[config.mk]
export PLATFORM = sky130hd
export DESIGN_NAME = text_loaded_waveform_player
export DESIGN_NICKNAME = d
export VERILOG_FILES = /design/src/sv/tlwp_pkg.sv /design/src/sv/text_loaded_waveform_player.sv /design/src/sv/tlwp_bank_ram.sv
export SDC_FILE = /design/constraint.sdc
export NUM_CORES = 2
export LEC_CHECK = 0
export BUFFER_PORTS_ARGS = -buffer_cell sky130_fd_sc_hd__buf_2
export CORE_MARGIN = 3
export CORE_UTILIZATION = 46
export CTS_CLUSTER_SIZE = 40
export DETAILED_ROUTE_END_ITERATION = 10
export HOLD_SLACK_MARGIN = 0.1
export PLACE_DENSITY = 0.6
export SYNTH_ARGS = -nofsm -noshare
export SYNTH_HDL_FRONTEND = slang
export SYNTH_SLANG_ARGS = --single-unit
[constraint.sdc]
create_clock -name clk_i -period 10.9 [get_ports clk_i]
set_input_delay 1.09 -clock clk_i [delete_from_list [all_inputs] [get_ports clk_i]]
set_output_delay 1.09 -clock clk_i [all_outputs]
set_load 0.02 [all_outputs]
[src/sv/tlwp_pkg.sv]
// types and constants of the text loaded waveform player
`default_nettype none
package tlwp_pkg;

  localparam int unsigned SAMPLES_DEF     = 105;
  localparam int unsigned DIGIT_SLOTS_DEF = 16;

  localparam logic [1:0] OP_TEXT    = 2'd0;
  localparam logic [1:0] OP_PRESS   = 2'd1;
  localparam logic [1:0] OP_RELEASE = 2'd2;
  localparam logic [1:0] OP_TICK    = 2'd3;

  localparam logic [2:0] MODE_IDLE      = 3'd0;
  localparam logic [2:0] MODE_RECEIVING = 3'd1;
  localparam logic [2:0] MODE_LOADED    = 3'd2;
  localparam logic [2:0] MODE_PLAYING   = 3'd3;
  localparam logic [2:0] MODE_PAUSED    = 3'd4;

  localparam logic [7:0] CHAR_ZERO  = 8'd48;
  localparam logic [7:0] CHAR_NINE  = 8'd57;
  localparam logic [7:0] CHAR_COMMA = 8'h2C;

  localparam int unsigned SAMPLE_W = 12;

  typedef struct packed {
    logic [1:0] op;
    logic [7:0] text_byte;
    logic       long_press;
  } in_t;

  typedef struct packed {
    logic [2:0]          mode;
    logic                dac_valid;
    logic [SAMPLE_W-1:0] dac_sample;
    logic                sample_stored;
    logic [6:0]          stored_slot;
    logic [31:0]         stored_number;
    logic                table_loaded;
  } out_t;

endpackage
`default_nettype wire

[src/sv/text_loaded_waveform_player.sv]
// Text loaded waveform player. Takes one item per clock on the input channel and
// returns exactly one result per item, registered in the cycle after acceptance; a
// sustained rate of one item per cycle holds as long as the output is not stalled,
// and the input stalls only while a finished result waits under output stall.
// Decimal text bytes build SAMPLES 12-bit values, written by commas into the idle
// half of a 2*SAMPLES entry single-port-write memory; the halves swap when the last
// slot is filled. Sample ticks while playing read the active half through the
// memory's registered read port. The memory is never cleared and needs no start-up
// pass; playback is reachable only after a full load.
`default_nettype none
module text_loaded_waveform_player #(
  parameter int unsigned SAMPLES     = tlwp_pkg::SAMPLES_DEF,
  parameter int unsigned DIGIT_SLOTS = tlwp_pkg::DIGIT_SLOTS_DEF
) (
  input  wire logic           clk_i,
  input  wire logic           rst_ni,
  input  wire logic           in_valid_i,
  output logic                in_stall_o,
  input  wire tlwp_pkg::in_t  in_beat_i,
  output logic                out_valid_o,
  input  wire logic           out_stall_i,
  output tlwp_pkg::out_t      out_beat_o
);

  import tlwp_pkg::*;

  localparam int unsigned SLOT_W  = $clog2(SAMPLES);
  localparam int unsigned DIGIT_W = $clog2(DIGIT_SLOTS);
  localparam int unsigned DEPTH   = 2 * SAMPLES;
  localparam int unsigned ADDR_W  = $clog2(DEPTH);

  typedef enum logic [2:0] {
    ST_IDLE      = MODE_IDLE,
    ST_RECEIVING = MODE_RECEIVING,
    ST_LOADED    = MODE_LOADED,
    ST_PLAYING   = MODE_PLAYING,
    ST_PAUSED    = MODE_PAUSED
  } mode_e;

  mode_e               mode_q, mode_d;
  logic [DIGIT_W-1:0]  digit_count_q, digit_count_d;
  logic [31:0]         accum_q, accum_d;
  logic [SLOT_W-1:0]   write_slot_q, write_slot_d;
  logic [SLOT_W-1:0]   play_slot_q, play_slot_d;
  logic                bank_q, bank_d;
  logic                out_valid_q, out_valid_d;
  out_t                res_q, res_d;

  logic                accept;
  logic                is_digit;
  logic [31:0]         accum_x10;
  logic                wr_en, rd_en;
  logic [ADDR_W-1:0]   wr_addr, rd_addr;
  logic [SAMPLE_W-1:0] rd_data;

  assign in_stall_o = out_valid_q & out_stall_i;
  assign accept     = in_valid_i & ~in_stall_o;
  assign is_digit   = (in_beat_i.text_byte >= CHAR_ZERO) && (in_beat_i.text_byte <= CHAR_NINE);
  assign accum_x10  = {accum_q[28:0], 3'b000} + {accum_q[30:0], 1'b0};

  always_comb begin
    mode_d        = mode_q;
    digit_count_d = digit_count_q;
    accum_d       = accum_q;
    write_slot_d  = write_slot_q;
    play_slot_d   = play_slot_q;
    bank_d        = bank_q;
    wr_en         = 1'b0;
    rd_en         = 1'b0;
    // text is written into the idle bank, ticks read the active one
    wr_addr       = bank_q ? ADDR_W'(write_slot_q) : ADDR_W'(SAMPLES) + ADDR_W'(write_slot_q);
    rd_addr       = bank_q ? ADDR_W'(SAMPLES) + ADDR_W'(play_slot_q) : ADDR_W'(play_slot_q);
    res_d         = '0;

    case (in_beat_i.op)
      OP_TEXT: begin
        if (mode_q == ST_RECEIVING || mode_q == ST_LOADED) begin
          if (is_digit) begin
            if (digit_count_q < DIGIT_W'(DIGIT_SLOTS - 1)) begin
              accum_d       = accum_x10 + 32'(in_beat_i.text_byte - CHAR_ZERO);
              digit_count_d = digit_count_q + DIGIT_W'(1);
            end
          end else if (in_beat_i.text_byte == CHAR_COMMA) begin
            wr_en               = 1'b1;
            res_d.sample_stored = 1'b1;
            res_d.stored_slot   = 7'(write_slot_q);
            res_d.stored_number = accum_q;
            accum_d             = '0;
            digit_count_d       = '0;
            if (write_slot_q == SLOT_W'(SAMPLES - 1)) begin
              write_slot_d       = '0;
              bank_d             = ~bank_q;
              mode_d             = ST_LOADED;
              res_d.table_loaded = 1'b1;
            end else begin
              write_slot_d = write_slot_q + SLOT_W'(1);
            end
          end
        end
      end
      OP_PRESS: begin
        case (mode_q)
          ST_IDLE: mode_d = ST_RECEIVING;
          ST_LOADED, ST_PAUSED: begin
            mode_d       = ST_PLAYING;
            write_slot_d = '0;
            play_slot_d  = '0;
          end
          ST_PLAYING: mode_d = ST_PAUSED;
          default: mode_d = mode_q;
        endcase
      end
      OP_RELEASE: begin
        if (in_beat_i.long_press && (mode_q == ST_PLAYING || mode_q == ST_PAUSED)) begin
          mode_d = ST_IDLE;
        end
      end
      OP_TICK: begin
        if (mode_q == ST_PLAYING) begin
          rd_en           = 1'b1;
          res_d.dac_valid = 1'b1;
          play_slot_d     = (play_slot_q == SLOT_W'(SAMPLES - 1)) ? '0
                                                                  : play_slot_q + SLOT_W'(1);
        end
      end
      default: ;
    endcase

    res_d.mode = 3'(mode_d);
  end

  always_comb begin
    if (accept) begin
      out_valid_d = 1'b1;
    end else begin
      out_valid_d = out_valid_q & out_stall_i;
    end
  end

  always_ff @(posedge clk_i or negedge rst_ni) begin
    if (!rst_ni) begin
      mode_q        <= ST_IDLE;
      digit_count_q <= '0;
      accum_q       <= '0;
      write_slot_q  <= '0;
      play_slot_q   <= '0;
      bank_q        <= 1'b0;
      out_valid_q   <= 1'b0;
    end else begin
      out_valid_q <= out_valid_d;
      if (accept) begin
        mode_q        <= mode_d;
        digit_count_q <= digit_count_d;
        accum_q       <= accum_d;
        write_slot_q  <= write_slot_d;
        play_slot_q   <= play_slot_d;
        bank_q        <= bank_d;
      end
    end
  end

  always_ff @(posedge clk_i) begin
    if (accept) begin
      res_q <= res_d;
    end
  end

  tlwp_bank_ram #(
    .DEPTH  (DEPTH),
    .ADDR_W (ADDR_W),
    .DATA_W (SAMPLE_W)
  ) u_bank_ram (
    .clk_i     (clk_i),
    .wr_en_i   (wr_en & accept),
    .wr_addr_i (wr_addr),
    .wr_data_i (accum_q[SAMPLE_W-1:0]),
    .rd_en_i   (rd_en & accept),
    .rd_addr_i (rd_addr),
    .rd_data_o (rd_data)
  );

  // sample comes straight from the memory read register
  always_comb begin
    out_beat_o            = res_q;
    out_beat_o.dac_sample = res_q.dac_valid ? rd_data : '0;
  end

  assign out_valid_o = out_valid_q;

endmodule
`default_nettype wire

[src/sv/tlwp_bank_ram.sv]
// double-bank sample memory: one write port, one registered read port
`default_nettype none
module tlwp_bank_ram #(
  parameter int unsigned DEPTH  = 210,
  parameter int unsigned ADDR_W = 8,
  parameter int unsigned DATA_W = 12
) (
  input  wire logic              clk_i,
  input  wire logic              wr_en_i,
  input  wire logic [ADDR_W-1:0] wr_addr_i,
  input  wire logic [DATA_W-1:0] wr_data_i,
  input  wire logic              rd_en_i,
  input  wire logic [ADDR_W-1:0] rd_addr_i,
  output logic      [DATA_W-1:0] rd_data_o
);

  logic [DATA_W-1:0] mem_q [DEPTH];
  logic [DATA_W-1:0] rd_data_q;

  always_ff @(posedge clk_i) begin
    if (wr_en_i) begin
      mem_q[wr_addr_i] <= wr_data_i;
    end
  end

  // read data holds until the next read so a stalled beat keeps its sample
  always_ff @(posedge clk_i) begin
    if (rd_en_i) begin
      rd_data_q <= mem_q[rd_addr_i];
    end
  end

  assign rd_data_o = rd_data_q;

endmodule
`default_nettype wire

---- Word level (Yosys, flattened, before mapping) ----
Memories as Yosys holds them, arrays and structs flattened. A register that Yosys moved wholly into a read port is not among the register bits.
Index checks and enable logic that the tools add are counted.
storage, ports and cells
  RAM bits ................................ 2520
  logic and storage cells ................. 103
  input bits .............................. 15
  memories kept ........................... 1
  flip-flop bits (word level) ............. 100
  output and inout port bits .............. 59
cells by class
  multiplexer cells ....................... 36
  reductions and logical operators ........ 16
  equality and inequality tests ........... 16
  add/sub/neg operators ................... 8
  bitwise logic cells ..................... 10
  order comparisons ....................... 3
memories
  memory            depth  width  read ports  clocked after memory_dff  write ports  line                 source
  u_bank_ram.mem_q  210    12     1           1                         1            tlwp_bank_ram.sv:17  logic [DATA_W-1:0] mem_q [DEPTH];
operators with widths
  kind                                                                                 number
  32-bit 2-to-1 mux                                                                    3
  32-bit adder                                                                         2
  7-bit 2-to-1 mux                                                                     7
  41-bit 2-to-1 mux                                                                    1
  7-bit one-hot mux with 2 select lines                                                2
  3-bit one-hot mux with 3 select lines                                                2
  7-bit by 7-bit adder with 8-bit output, first input constant                         2
  8-bit 2-to-1 mux                                                                     2
  3-bit 2-to-1 mux                                                                     5
  7-bit by 1-bit adder with 7-bit output, second input constant                        2
  7-bit == test, second input constant                                                 2
  12-bit 2-to-1 mux                                                                    1
  4-bit 2-to-1 mux                                                                     3
  6-bit AND reduction                                                                  2
  1-bit 2-to-1 mux                                                                     10
  2-bit != test, second input constant                                                 5
  8-bit by 6-bit subtractor with 9-bit output, second input constant                   1
  8-bit by 6-bit == test with 1-bit output, second input constant                      1
  8-bit by 6-bit greater-or-equal comparator with 1-bit output, second input constant  1
  8-bit by 6-bit less-or-equal comparator with 1-bit output, second input constant     1
  3-bit by 2-bit == test with 1-bit output, second input constant                      2
  1-bit NOT                                                                            6
  2-bit nonzero test                                                                   3
  5-bit AND reduction                                                                  1
  16 further kinds                                                                     22

---- Depth between registers and ports, before layout ----
  word-level depth ........................ 8
  gate-level depth with buffers ........... 16
  depth with buffers taken out ............ 13

---- Cells and area by module ----
Synthesis repeated with hierarchy kept, for this count alone.
second synthesis, totals
  cells, all modules ...................... 5013
  area total of the unflattened synthesis .. 104186.2 µm²
modules (own cells, without submodules)
  module                       cells each  area each (µm²)  instances  seq. area each (µm²)
  tlwp_bank_ram                4301        97235.8          1          76032.9
  text_loaded_waveform_player  712         6950.4           1          2727.6

---- Least setup slack after synthesis ----
OpenSTA, ideal clock, no wires.
  path kind ............................... reg-to-reg
  start point ............................. reg accum_q[4]
  end point ............................... reg accum_q[31]
  data required time ...................... 10774 ps
  library setup time ...................... 126 ps
  cell stages (with the launch flop) ...... 11
  data arrival time ....................... 5445 ps
  path buffers ............................ 0
  clock period less this slack ............ 5571 ps
  path slack .............................. 5329 ps
  cells stage by stage .................... dfrtp_1 fa_1 ha_1 a21o_1 a21o_1 o2111a_1 nor3_1 nor3_1 o41ai_1 xnor2_1 o21ai_0
on the way
  word-level cells in the longest chain between the ends .. 4
ends and longest elaborated chain
  item                    line                                source
  from (decl)             text_loaded_waveform_player.sv:42   logic [31:0] accum_q, accum_d;
  from (signal assigned)  text_loaded_waveform_player.sv:154  accum_q <= accum_d;
  32-bit adder            text_loaded_waveform_player.sv:59   assign accum_x10 = {accum_q[28:0], 3'b000} + {accum_q[30:0], 1'b0};
  32-bit adder            text_loaded_waveform_player.sv:80   accum_d = accum_x10 + 32'(in_beat_i.text_byte - CHAR_ZERO);
  32-bit 2-to-1 mux       text_loaded_waveform_player.sv:79   if (digit_count_q < DIGIT_W'(DIGIT_SLOTS - 1)) begin
  32-bit 2-to-1 mux       text_loaded_waveform_player.sv:78   if (is_digit) begin
Every way passes these cells. The select of a mux whose other input is x is not followed.
A chain may end at the register's enable or synchronous reset.

---- Worst setup path after layout ----
  start point ............................. reg play_slot_q[0]
  end point ............................... reg u_bank_ram.rd_data_q[4] (netlist: u_bank_ram.rd_data_o[4]) (read register of u_bank_ram.mem_q) (data pin)
on the way
  word-level cells in the longest chain between the ends .. 2
ends and longest elaborated chain
  item                                    line                                source
  from (decl)                             text_loaded_waveform_player.sv:44   logic [SLOT_W-1:0] play_slot_q, play_slot_d;
  from (signal assigned)                  text_loaded_waveform_player.sv:156  play_slot_q <= play_slot_d;
  7-bit by 7-bit adder with 8-bit output  text_loaded_waveform_player.sv:72   rd_addr = bank_q ? ADDR_W'(SAMPLES) + ADDR_W'(play_slot_q) : ADDR_W'(play_slot_q);
  8-bit 2-to-1 mux (*)                    text_loaded_waveform_player.sv:72
  to (decl)                               tlwp_bank_ram.sv:18                 logic [DATA_W-1:0] rd_data_q;
Every way passes the cells marked *; elsewhere a longest branch is shown, timed or not.

==> metrics <==
combinational share of power 13.1%; Simple-Gate Fraction of Synth Area 4.30%; fillers 17,500; P_leak 0.0433 µW; Multi-input gate area 24,300 µm²; Max stage delay on crit path 0.94 ns; Detail Placement HPWL 164,000 µm; H-tree depth 5; starting DRC count in detailed routing 6,556; final wirelength 269,000 µm; CP Max Fanout 50; largest net degree at the start of global routing 213; syn nets 5,279; Hold Path Class input port to asynchronous set/reset pin; Main synth FF type edfxtp_1; FMAX 173 MHz; top cell type's share of synthesized area 73.7%; Worst path most repeated cell buf_4; gpl congestion 0.893; Cells after Synth 5,197; crit path DAT 6.55 ns; DR vias 53,300; Post-synth EDFFs 2,577; Final Cell Area 118,000 µm²; post-cts resize count 0; internal power 17,600 µW; compound-cell area share of the yosys netlist 3.04%; Switch Pwr 5630 µW; num rows 174; Switching Fraction 24.3%; total clock sinks 2,632; I/O Buffers 73; die area 234,000 µm²; XOR/XNOR share of the synthesized area 0.351%; CTS tree yes; flops & latches, synth 2,632; first-pass GRT wire length 390,000 µm; Layout area overhead 12.4%; drc violations 0; Fin Setup TNS 0 ns; Setup crit end kind flip-flop; Peak supply drop 0.248 mV; startpoint types flip-flop; final period utilization 53.1%; Buf/Inv on CP 2; Clk Latency, worst-skew pair 0.91 ns; Core Area 226,000 µm²; CTS Buf Count 288; cell area after synthesis 105,000 µm²; Final setup viols 0; die width 484 µm; mux cell area share after synthesis 14.3%; critical path's top delay family simple AND/OR/NAND/NOR gates; Pwr Density 197 nW/µm²; critical path required time 11.66 ns; vias in the first global route 53,000; Clk pin slew, worst setup/hold paths 0.06 ns; sequential power share 47.6%; cts hold-fix bufs 0; antenna violations before repair 20; Synth cell types 71; Rel. slew slack 10.5%; Sequential cell area 78,800 µm²; Mapped Avg Cell Area 20.2 µm²; Clock Power Share 39.2%; total global-route track usage 22.9%; gr ovfl total 0; routed len/inst 31.1 µm; clk root buf clkbuf_16; num ports 74; largest cells by area after synthesis edfxtp_1 74%, mux4_2 14%, dfrtp_1 1.3%; unrepaired setup endpoints after global routing false; Max-Cap Viols 0; Slowest cell on crit path nor4_1; layout cells sized above 1 24.9%; DR vias/cell 6.15; largest family of logic cells by synthesized area multiplexers; adder-cell share of the synthesized area 1.01%; Starting Density 46.5%; FFs w/ async S/R, synth 2.09%; Fin. Hold Viols 0; clock skew 0.0544 ns; Post-CTS Setup Bufs 0; Yosys top cell by area edfxtp_1; DRT Pass-1 Iters 6; YS warnings 0; minimum clock period 5.79 ns; outcome finished, final reports clean; worst slew pin tran 1.34 ns; nets@finish 5,549; Max Buffers Root-to-Sink 4; Placed Area 109,000 µm²; critical path class flip-flop to flip-flop; Slew Limit Fails 0; die height 484 µm; post-route ant nets 0; post-synthesis sequential area ratio 75.1%; CP cell instances ha_1, nand2_1, xor2_4, buf_4, a21o_2, buf_4, a211oi_1, nor4_1, o22ai_1, or4_1, nor3_2
==> layer usage <==
layer / track usage [%] / share of wire, % / routed length [µm] / vias up
li1: - / - / - / 22000
met1: 33.3 / 41 / 110000 / 28300
met2: 35.1 / 47 / 126000 / 2510
met3: 4.74 / 9.1 / 24400 / 461
met4: 7.04 / 3.1 / 8440 / 4
met5: 0 / 0.0097 / 26 / -
==> placed cells by master (no fill, tap or decap), drive strengths merged, types with 18 or more instances in the layout <==
cell type,n
and3,101
fa,29
edfxtp,2577
clkbuf,354
a211oi,55
a21o,24
clkinv,114
a21oi,71
mux4,656
a31oi,70
nor4,50
dfrtp,55
mux2i,20
inv,34
o21ai,72
o31ai,23
and2,55
nor3,85
nand2b,18
buf,306
ha,38
o22ai,73
nand3,61
a2111oi,43
xor2,20
xnor2,19
nor2,288
nand2,228
==> metrics by stage <==
| stage | setup WS (ns) | utilization (%) | instances | total power (µW) | hold WS (ns) |
|---|---|---|---|---|---|
| after floorplan | 5.33 | - | 5197 | 13800 | 0.442 |
| after global placement | 4.90 | 48.4 | 8166 | 14400 | 0.462 |
| after detailed placement | 5.24 | 48.4 | 8168 | 14400 | 0.463 |
| after CTS | 5.23 | 52.2 | 8659 | 23400 | 0.332 |
| after global routing | 4.96 | 52.2 | 8661 | 24000 | 0.367 |
| final | 5.11 | 52.2 | 8665 | 23200 | 0.354 |
==> cells by family (layout without fill, tap and decap cells) <==
family,after synthesis,in the layout
DFF,2632,2632
and+or+nand+nor,942,942
buffers and inverters,356,827
muxes,678,678
AOI/OAI and AO/OA,483,483
other,0,5
adders and majority gates,67,67
xor gates and xnor gates,39,39
==> layout make-up <==
| class | instances | share of cell area (%) |
|---|---|---|
| clock inverters | 137 | 0.919 |
| multi-input cells | 2209 | 20.6 |
| clock buffers | 354 | 6.41 |
| repair buffers | 307 | 1.92 |
| diodes | 5 | 0.0106 |
| well taps | 2992 | 3.18 |
| flip-flops and latches | 2632 | 66.8 |
| inverters | 29 | 0.0923 |
==> state kept, by name, indices dropped and copies added, names as in the netlist <==
| signal | flops |
|---|---|
| accum_q | 32 |
| bank_q | 1 |
| digit_count_q | 4 |
| mode_q | 3 |
| out_beat_o | 45 |
| out_valid_o | 1 |
| play_slot_q | 7 |
| u_bank_ram.mem_q | 2520 |
| u_bank_ram.rd_data_o | 12 |
| write_slot_q | 7 |
==> path summary, 6_finish.rpt <==
kind	start	end	slack, ns	cells after the start
setup reg to reg	play_slot_q[0]	u_bank_ram.rd_data_o[4]	5.11	11
max in group asynchronous	rst_ni	accum_q[0]	9.81	2
hold reg to reg	accum_q[31]	accum_q[31]	0.47	2
setup / recovery	play_slot_q[0]	u_bank_ram.rd_data_o[4]	5.11	11
hold / removal	rst_ni	accum_q[31]	0.35	2
min in group clk_i	in_valid_i	out_valid_o	0.40	2
==> synthesized netlist by cell type, types with 9 or more instances <==
| cell type | instances |
|---|---|
| xor2_1 | 20 |
| nor3_2 | 10 |
| buf_6 | 39 |
| mux2i_1 | 20 |
| ha_1 | 38 |
| mux4_2 | 656 |
| nor3_1 | 75 |
| o22ai_1 | 73 |
| edfxtp_1 | 2577 |
| or2_2 | 10 |
| nand3_1 | 61 |
| a21o_1 | 24 |
| and3_1 | 101 |
| nand2_1 | 227 |
| inv_1 | 28 |
| nand2b_1 | 18 |
| or4_1 | 11 |
| dfrtp_1 | 55 |
| nand4_1 | 9 |
| nor4_1 | 50 |
| a21oi_1 | 71 |
| buf_4 | 41 |
| fa_1 | 29 |
| nor2_1 | 288 |
| xnor2_1 | 17 |
| a211oi_1 | 55 |
| o31ai_1 | 23 |
| buf_8 | 12 |
| a31oi_1 | 70 |
| buf_2 | 78 |
| clkbuf_1 | 139 |
| and2_1 | 55 |
| o21ai_0 | 67 |
| buf_1 | 15 |
| or3_1 | 10 |
| a2111oi_0 | 43 |
==> power by group through the flow <==
stage	registers [µW]	clock network, µW	logic, µW
after floorplan	11300	0	2510
final	11100	9100	3040
after CTS	11000	9270	3110
after detailed placement	11300	0	3100
after global placement	11300	0	3120
after global routing	11000	9680	3250
No activity file was read; power rests on OpenSTA's default activity.
